`src/sv/ellsf_pkg.sv`:
```
// Package of the exponential least-squares fit block: sequencer states, widths
// and fixed-point constants. No dependencies.
package ellsf_pkg;

	// Width of the shared multiplier operands and of the divider words.
	localparam int unsigned OPW = 64;
	localparam int unsigned WW  = 128;

	// ln(2) in Q30.
	localparam logic [29:0] LN2_Q30 = 30'd744261118;
	// Intercept clamp, 12.0 in Q16.
	localparam logic [19:0] ICPT_LIMIT = 20'd786432;
	// Time-constant saturation bounds in Q24.12.
	localparam logic [35:0] RC_POS_LIMIT = 36'h7FFFFFFFF;
	localparam logic [35:0] RC_NEG_LIMIT = 36'h800000000;

	// Fit status codes.
	localparam logic [1:0] STAT_OK       = 2'd0;
	localparam logic [1:0] STAT_ZERO_DEN = 2'd1;
	localparam logic [1:0] STAT_BAD_VOLT = 2'd2;
	localparam logic [1:0] STAT_SLOPE0   = 2'd3;

	typedef enum logic [5:0] {
		ST_IDLE,
		ST_CHECK,
		ST_LN_MUL, ST_LN_WAIT,
		ST_LG_MUL, ST_LG_WAIT,
		ST_TT_MUL, ST_TT_WAIT,
		ST_TL_MUL, ST_TL_WAIT,
		ST_ACC,
		ST_F_LHS, ST_F_LHS_W,
		ST_F_RHS, ST_F_RHS_W,
		ST_F_PA, ST_F_PA_W,
		ST_F_PB, ST_F_PB_W,
		ST_F_PC, ST_F_PC_W,
		ST_F_PD, ST_F_PD_W,
		ST_D_ICPT, ST_D_ICPT_W,
		ST_E_RED,
		ST_E_MUL, ST_E_MUL_W,
		ST_E_DIV, ST_E_DIV_W,
		ST_E_FIN,
		ST_R_DIV, ST_R_DIV_W,
		ST_EMIT
	} state_t;

endpackage

```
`src/sv/ellsf_div.sv`:
```
// Shared restoring divider: 128-bit unsigned quotient, one bit per cycle.
// Uses ellsf_pkg.
module ellsf_div (
	input  logic                      clk,
	input  logic                      arst_n,
	input  logic                      start,
	input  logic [ellsf_pkg::WW-1:0]  num,
	input  logic [ellsf_pkg::WW-1:0]  den,
	output logic                      done,
	output logic [ellsf_pkg::WW-1:0]  quo
);

	logic [127:0] num_q, den_q, quo_q;
	logic [128:0] rem_q;
	logic [6:0]   cnt_q;
	logic         busy_q, done_q;
	logic [128:0] rem_sh, rem_sub;
	logic         ge;

	always_comb begin
		rem_sh  = {rem_q[127:0], num_q[127]};
		rem_sub = rem_sh - {1'b0, den_q};
		ge      = rem_sh >= {1'b0, den_q};
	end

	always_ff @(posedge clk or negedge arst_n) begin
		if (!arst_n) begin
			busy_q <= 1'b0;
			done_q <= 1'b0;
		end else begin
			done_q <= busy_q && (cnt_q == 7'd0);
			if (start) begin
				busy_q <= 1'b1;
			end else if (busy_q && (cnt_q == 7'd0)) begin
				busy_q <= 1'b0;
			end
		end
	end

	always_ff @(posedge clk) begin
		if (start) begin
			num_q <= num;
			den_q <= den;
			rem_q <= '0;
			quo_q <= '0;
			cnt_q <= 7'd127;
		end else if (busy_q) begin
			num_q <= {num_q[126:0], 1'b0};
			rem_q <= ge ? rem_sub : rem_sh;
			quo_q <= {quo_q[126:0], ge};
			cnt_q <= cnt_q - 7'd1;
		end
	end

	assign done = done_q;
	assign quo  = quo_q;

endmodule
```
`config.mk`:
```
export PLATFORM = sky130hd
export DESIGN_NAME = ellsf_div
export DESIGN_NICKNAME = d
export VERILOG_FILES = /design/src/sv/ellsf_pkg.sv /design/src/sv/ellsf_div.sv
export SDC_FILE = /design/constraint.sdc
export NUM_CORES = 1
export LEC_CHECK = 0
export BUFFER_PORTS_ARGS = -buffer_cell sky130_fd_sc_hd__buf_2
export CAP_MARGIN = 20
export CORE_MARGIN = 4
export CORE_UTILIZATION = 50
export DETAILED_ROUTE_END_ITERATION = 10
export PLACE_DENSITY = 0.79
export SLEW_MARGIN = 20
export SYNTH_ARGS = -nofsm -noshare
export SYNTH_HDL_FRONTEND = slang
export SYNTH_SLANG_ARGS = --single-unit
```
`constraint.sdc`:
```
create_clock -name clk -period 4.75 [get_ports clk]
set_input_delay 0.475 -clock clk [delete_from_list [all_inputs] [get_ports clk]]
set_output_delay 0.475 -clock clk [all_outputs]
set_load 0.005 [all_outputs]
```
==> results.txt, run 1 <==
----------------------------------------------------
[Power and ir drop]
  Overall power ... 18.1 mW
  PwrDens ... 539 mW/mm²
  Largest vdd supply drop ... 784 µV
  Static leakage power ... 15.2 nW

[Placement]
  Post-detailed-placement cell area ... 0.0309 mm²
  Routability cong. ... 1.01
  Total half-perimeter wirelength after legalization and detailed placement ... 57.1 mm
  Port Buffers ... 387
  Worst Setup Slack post-DPL ... ~0.63 ns

[Critical path]
  Reg2reg path depth ... 15
  Critical path's largest stage delay ... ~0.47 ns
  Critical Path Fanout Max ... 3
  Endpoint type of the worst setup path ... flop
  Critical-path cell list ... inv_1 > ha_1 > fa_1 > nor2b_1 > o2111ai_1 > a21boi_1 > nand2_1 > a211o_1 > a311oi_2 > o211ai_1 > and3_1 > o211a_2 > nor3b_1 > nor4_1 > a221o_1
  Critical Setup Path Class ... reg -> reg
  Worst flop-to-flop path startpoint ... num_q[127]
  Kind of start point of the critical path ... flop
  Data required time at the worst endpoint ... between 5 and 6 ns
  Cell with the biggest individual delay on the critical path ... sky130_fd_sc_hd__a311oi_2
  Worst reg2reg setup slack ... 0.46 ns
  Arrival time at the worst endpoint ... 4.85 ns
  Worst reg2reg path endpoint ... rem_q[124]

[Global route]
  Maximum number of pins on one net before global-route repair ... 161
  First-pass GRT wire length ... 123 mm
  Number of global-route vias before repair ... 22.9k
  GRT Overall Usage ... 25.0%
  Number of antenna violations at the first check in global routing ... 12
  Global route total overflow ... 0

[Floorplanning]
  Ports ... 388
  Total Die Area ... ~0.061 mm²
  Height of the die ... approximately 250 µm
  Area of the placeable core ... ~0.056 mm²
  Floorplan die width ... 247 µm
  Placement Rows ... 87
  Initial cell density of the core ... 50.6%

[Detailed routing]
  Routed Wire Length ... 79.3 mm
  Vias post-DR ... between 20k and 25k
  Via/cell ratio ... 5.71
  Routed wire length per instance ... 19.0 µm
  Number of nets still failing antenna checks after routing ... 0
  Count of TritonRoute iterations in the first routing pass ... 5
  DR DRC count ... 0
  Number of DRC markers in iteration 0 ... 1870

[Yosys]
  Post-synthesis cell type count ... 85
  Count of flip-flops with a built-in enable after synthesis ... between 200 and 300
  Leading cell types by count after synthesis ... 417 x sky130_fd_sc_hd__nor2_1, 280 x sky130_fd_sc_hd__a21oi_1, 263 x sky130_fd_sc_hd__dfxtp_1
  Synth Cell Area ... 0.0285 mm²
  Number of cells produced by synthesis ... 3009
  Top cell type's share of synthesized area ... 27.0%
  Portion of the post-synthesis area used by sequential elements ... a little under half
  Fraction of synthesis flops using an asynchronous set or reset pin ... 0.384%
  Cell type contributing the most total cell area after synthesis ... sky130_fd_sc_hd__edfxtp_1
  Cells taking the most area after synthesis ... sky130_fd_sc_hd__edfxtp_1 27%, sky130_fd_sc_hd__dfxtp_1 18%, sky130_fd_sc_hd__ha_1 5.7%
  Synth warnings ... 0
  Number of nets produced by synthesis ... 3398
  Most common cell in the synthesized netlist ... sky130_fd_sc_hd__nor2_1
  Mean instance size in the synthesized netlist ... approximately 9.5 µm²
  Ys flop type ... sky130_fd_sc_hd__dfxtp_1
  Flip-flop and latch count after synthesis ... ~520

[Final layout]
  Area growth syn-to-layout ... 17.7%
  Net count reported at finish ... 3745
  Share of final-layout standard cells stronger than drive strength 1 ... 19.2%
  Final cell area excluding filler cells ... between 0.03 and 0.04 mm²

[Clock network]
  Clk Latency, worst-skew pair ... 0.63 ns
  Clock tree from TritonCTS ... built
  Number of buffers between clock root and the deepest sink ... 3
  Clock-pin slew on the worst setup and hold paths ... 0.06 ns
  Resized Gates After CTS ... 0
  Total CTS buffers ... 56
  Number of levels in the clock H-tree ... 2
  Clock net sink count ... 521
  Clk root buf ... sky130_fd_sc_hd__clkbuf_16

[Status]
  Result of the run ... finished clean

[Timing]
  Tcrit/Tclk final ... 90.3%
  Number of failing setup endpoints in the final timing report ... 0
  Worst path setup slack after routing ... between 0.4 and 0.5 ns
  Final Hold Viols ... 0
  Tightest Pin Transition ... 1.13 ns
  Unrepaired setup endpoints after global routing ... no
  F_max ... 233 MHz
  Max Clock Skew ... 0.0245 ns
  Post-Route Setup TNS ... 0 ns
  Slew Limit Fails ... 0
  Worst max-slew margin expressed relative to the limit ... 24.7%
  Final min period ... ~4.3 ns

[Worst hold path]
  Hold Path Sink ... den_q[55]
  Startpoint of the most critical hold path ... den[55]
  Worst Hold Path Cells ... 1
  Min-Delay Path Class ... in -> reg

[Run]
  Maxcap violations ... 0

----------------------------------------------------
-- per-stage QoR --
stage	cells	utilization, %	hold slack, ns
2_1_floorplan	3009	-	0.179
3_3_place_gp	3989	54.8	0.260
3_5_place_dp	3989	54.8	0.263
4_1_cts	4158	59.5	0.000726
5_1_grt	4163	59.5	0.0103
6_report	4165	59.6	0.0330
-- cells by family (layout without fill, tap and decap cells) --
| group | count (synthesis) | after routing | share of synthesized area (%) |
|---|---|---|---|
| mux | 275 | 275 | 10.2 |
| other cells | 0 | 7 | 0 |
| simple gates | 803 | 803 | 12.3 |
| compound gates | 787 | 787 | 17.5 |
| fa+ha+maj | 130 | 130 | 5.73 |
| flops | 521 | 521 | 45.6 |
| xor+xnor | 118 | 118 | 3.62 |
| buf+inv | 375 | 768 | 5.06 |
-- final cells by class --
| class | count | area, µm² |
|---|---|---|
| flip-flops and latches | 521 | 13000 |
| inverters | 194 | 731 |
| multi-input cells | 2113 | 14100 |
| repair buffers | 470 | 2800 |
| diodes | 7 | 17.5 |
| clock inverters | 34 | 444 |
| clock buffers | 70 | 1560 |
| fillers | 4910 | 22800 |
| well taps | 756 | 946 |
-- state kept, by name (all words and copies together), names as in the netlist --
| name | cells |
|---|---|
| done | 1 |
| den_q | 128 |
| quo | 128 |
| rem_q | 128 |
| num_q | 128 |
| busy_q | 1 |
| cnt_q | 7 |
-- timing repair --
action | in CTS | in global routing
buffers inserted | 0 | 0
endpoints found under the hold margin | 66 | 0
hold buffers | 65 | 0
-- how the worst max path moves through the flow --
stage | from | end | slack, ns | cells past startpoint
2_1_floorplan | start | num_q[0] | 0.70 | 4
3_3_place_gp | num_q[127] | rem_q[124] | 0.60 | 15
3_5_place_dp | num_q[127] | rem_q[124] | 0.63 | 15
4_1_cts | num_q[127] | rem_q[124] | 0.57 | 15
5_1_grt | num_q[127] | rem_q[124] | 0.28 | 15
6_report | num_q[127] | rem_q[124] | 0.46 | 15
-- where the power goes --
part / switching [mW] / total (mW) / internal (mW)
Sequential: 0.482 / 5.92 / 5.44
Combinational: 4.60 / 7.50 / 2.90
Clock: 1.91 / 4.69 / 2.78
-- per-layer routing --
metal  routed length [µm]  vias up  track usage [%]
met4                 2080       10             7.14
met5                   61        -                0
met1                33800    11290             33.4
met2                37100      871             41.3
li1                     -    11486                -
met3                 6170      144             5.38
-- worst max-delay path: cells and delay by family, from the launching register on --
kind,cells,cell delay [ns]
compound gates,7,2.09
fa+ha+maj,2,0.61
buf+inv,1,0.05
flops,1,0.34
simple gates,5,1.14
-- placed cells by master (no fill, tap or decap), types with 13 or more instances in the layout --
| cell type | count |
|---|---|
| sky130_fd_sc_hd__nor2_1 | 417 |
| sky130_fd_sc_hd__buf_2 | 386 |
| sky130_fd_sc_hd__a21oi_1 | 280 |
| sky130_fd_sc_hd__dfxtp_1 | 263 |
| sky130_fd_sc_hd__edfxtp_1 | 256 |
| sky130_fd_sc_hd__inv_1 | 192 |
| sky130_fd_sc_hd__nand2_1 | 178 |
| sky130_fd_sc_hd__mux2i_1 | 144 |
| sky130_fd_sc_hd__ha_1 | 129 |
| sky130_fd_sc_hd__mux2_2 | 128 |
| sky130_fd_sc_hd__a211oi_1 | 113 |
| sky130_fd_sc_hd__o21ai_0 | 91 |
| sky130_fd_sc_hd__xnor2_1 | 73 |
| sky130_fd_sc_hd__nand4_1 | 70 |
| sky130_fd_sc_hd__a21o_1 | 69 |
| sky130_fd_sc_hd__dlygate4sd3_1 | 65 |
| sky130_fd_sc_hd__clkbuf_16 | 59 |
| sky130_fd_sc_hd__o21bai_1 | 52 |
| sky130_fd_sc_hd__o21ai_1 | 48 |
| sky130_fd_sc_hd__xor2_1 | 45 |
| sky130_fd_sc_hd__nor3_1 | 37 |
| sky130_fd_sc_hd__nand3_1 | 19 |
| sky130_fd_sc_hd__buf_4 | 13 |
No activity file was read; power rests on OpenSTA's default activity.
==> run 2, diff against run 1 <==
- GPL_TIMING_DRIVEN: unset -> 0
==> run 2 against run 1 <==
Effect of this change:
- hold slack got worse by 0.0056 ns
- fmax fell by 7.6%
- non-clock buffer count rose by 140
- first-iteration DRC count rose by 11%
- wire length rose by 10%
- critical path depth did not move
- sequential share of layout area fell by 0.35 points
- utilization rose by 0.53 points
- clock power barely moved
- total power rose by 2.6%
- via count rose by 3.5%
- sequential power barely moved
==> results.txt, run 2 (synthesis results as in run 1) <==
----------------------------------------------------
[Floorplanning]
  Height of the die ... 247 µm
  Ports ... 388
  Initial cell density of the core ... 50.6%
  Total Die Area ... 0.0609 mm²
  Area of the placeable core ... 0.0564 mm²
  Placement Rows ... 87
  Floorplan die width ... 247 µm

[Global route]
  Number of antenna violations at the first check in global routing ... 20
  First-pass GRT wire length ... 133 mm
  Number of global-route vias before repair ... 23.9k
  Global route total overflow ... 0
  GRT Overall Usage ... 27.7%
  Maximum number of pins on one net before global-route repair ... 81

[Timing]
  Unrepaired setup endpoints after global routing ... yes
  Slew Limit Fails ... 0
  Worst hold-check slack ... 0.0274 ns
  F_max ... 215 MHz
  Final Hold Viols ... 0
  Max Clock Skew ... around 0.017 ns
  Number of failing setup endpoints in the final timing report ... 0
  Tightest Pin Transition ... 1.16 ns
  Worst max-slew margin expressed relative to the limit ... 22.7%
  Worst path setup slack after routing ... 0.107 ns
  Tcrit/Tclk final ... 97.7%
  Final min period ... 4.64 ns

[Critical path]
  Arrival time at the worst endpoint ... 5.16 ns
  Cell with the biggest individual delay on the critical path ... sky130_fd_sc_hd__a31oi_2
  Worst Setup SP ... den_q[1]
  Critical path capture point ... rem_q[104]
  Worst reg2reg setup slack ... 0.11 ns
  Stages on worst setup path ... 15
  Worst reg2reg path endpoint ... rem_q[104]
  Critical-path cell list ... inv_1 > ha_1 > nor2b_1 > o31a_1 > o21a_1 > o2111a_2 > o2111ai_2 > nor3_2 > o21ai_2 > o31ai_4 > a31oi_2 > buf_4 > buf_2 > a21oi_1 > a211oi_1
  Worst flop-to-flop path startpoint ... den_q[1]
  Kind of start point of the critical path ... flop
  Reg2reg path depth ... 15
  Kind of cell with the highest combined delay on the critical path ... compound AO/OA/AOI/OAI gates
  Crit path buf inv count ... 3
  Endpoint type of the worst setup path ... flop
  Data required time at the worst endpoint ... 5.26 ns
  Critical Path Fanout Max ... 10
  Critical Setup Path Class ... reg -> reg
  Critical path's largest stage delay ... 0.63 ns

[Placement]
  Post-detailed-placement cell area ... ~0.031 mm²
  Worst Setup Slack post-DPL ... roughly 0.15 ns
  Routability cong. ... 0.995
  Port Buffers ... 387
  Total half-perimeter wirelength after legalization and detailed placement ... 65.4 mm

[Worst hold path]
  Min-Delay Path Class ... in -> reg

[Clock network]
  Total CTS buffers ... between 50 and 60
  Number of setup buffers added after CTS ... 0
  Number of buffers between clock root and the deepest sink ... 3
  Clk root buf ... sky130_fd_sc_hd__clkbuf_16
  Number of levels in the clock H-tree ... 2
  Clock net sink count ... approximately 520
  Clk Latency, worst-skew pair ... between 0.6 and 0.7 ns
  Clock tree from TritonCTS ... built
  Clock-pin slew on the worst setup and hold paths ... 0.07 ns

[Power and ir drop]
  Largest vdd supply drop ... ~360 µV
  PwrDens ... 548 mW/mm²
  Static leakage power ... approximately 15 nW
  Overall power ... 18.6 mW

[Final layout]
  Final cell area excluding filler cells ... 0.0339 mm²
  Final cell utilization of the core ... 60.1%
  Most common cell after layout, fill and taps aside ... sky130_fd_sc_hd__nor2_1
  Share of final-layout standard cells stronger than drive strength 1 ... 18.5%
  Area growth syn-to-layout ... 18.8%
  Commonest cells after routing, fill and taps aside ... 417 x sky130_fd_sc_hd__nor2_1, 409 x sky130_fd_sc_hd__buf_2, 280 x sky130_fd_sc_hd__a21oi_1, 263 x sky130_fd_sc_hd__dfxtp_1, 256 x sky130_fd_sc_hd__edfxtp_1
  Net count reported at finish ... 3884

[Detailed routing]
  Vias post-DR ... between 20k and 25k
  Routed Wire Length ... 87.2 mm
  Via/cell ratio ... roughly 5.7
  Number of nets still failing antenna checks after routing ... 0
  Number of DRC markers in iteration 0 ... 2068
  Count of TritonRoute iterations in the first routing pass ... 6
  Routed wire length per instance ... 20.2 µm
  DR DRC count ... 0

[Run]
  Maxcap violations ... 0

[Status]
  Result of the run ... finished clean

----------------------------------------------------
-- run 2: cell types whose count changed in the layout (fill, tap and decap cells not counted), moves of 4 or more --
cell,before,now
sky130_fd_sc_hd__clkinvlp_4,7,2
sky130_fd_sc_hd__dlygate4sd3_1,65,40
sky130_fd_sc_hd__buf_1,0,14
sky130_fd_sc_hd__clkinv_1,5,10
sky130_fd_sc_hd__diode_2,7,11
sky130_fd_sc_hd__clkbuf_1,7,148
sky130_fd_sc_hd__buf_12,5,0
sky130_fd_sc_hd__buf_4,13,2
sky130_fd_sc_hd__buf_2,386,409
sky130_fd_sc_hd__inv_6,2,6
-- run 2: layout make-up --
cell class / instances / area (µm²)
inverter: 194 / 733
sequential: 521 / 13000
timing repair buffer: 429 / 2400
fill: 4918 / 22500
antenna: 11 / 27.5
multi-input combinational: 2113 / 14100
buffer: 181 / 717
clock inverter: 39 / 533
clock buffer: 64 / 1440
tap: 756 / 946
-- run 2: repair_timing --
action	CTS	global route
endpoints found under the hold margin	41	0
setup endpoints to repair	0	10
gates resized for setup	0	3
hold buffers	40	0
-- run 2: power breakdown --
part,total [mW],switching [mW],internal [mW]
clock network,4.70,1.91,2.79
logic,7.92,5.02,2.90
registers,5.94,0.506,5.44
-- run 2: metal layers --
metal  track usage, %  wire (µm)
met1             36.1      36100
met2             45.8      40700
met3             6.39       7380
met4             8.79       2910
met5                0         92
-- run 2: per-stage QoR --
step | setup TNS, ns | std cells
floorplan | 0 | 3009
global placement | -568.31 | 4152
detailed placement | 0 | 4154
CTS | 0 | 4297
global route | -0.0436 | 4305
finish | 0 | 4308
-- run 2: how the worst min path moves through the flow --
stage	startpoint	endpoint	slack, ns	depth (start not counted)
2_1_floorplan	arst_n	busy_q	0.18	0
3_3_place_gp	arst_n	done	0.26	1
3_5_place_dp	arst_n	done	0.26	1
4_1_cts	den[51]	den_q[51]	0.0002	1
5_1_grt	den[103]	den_q[103]	0.004	1
6_report	den[115]	den_q[115]	0.03	1
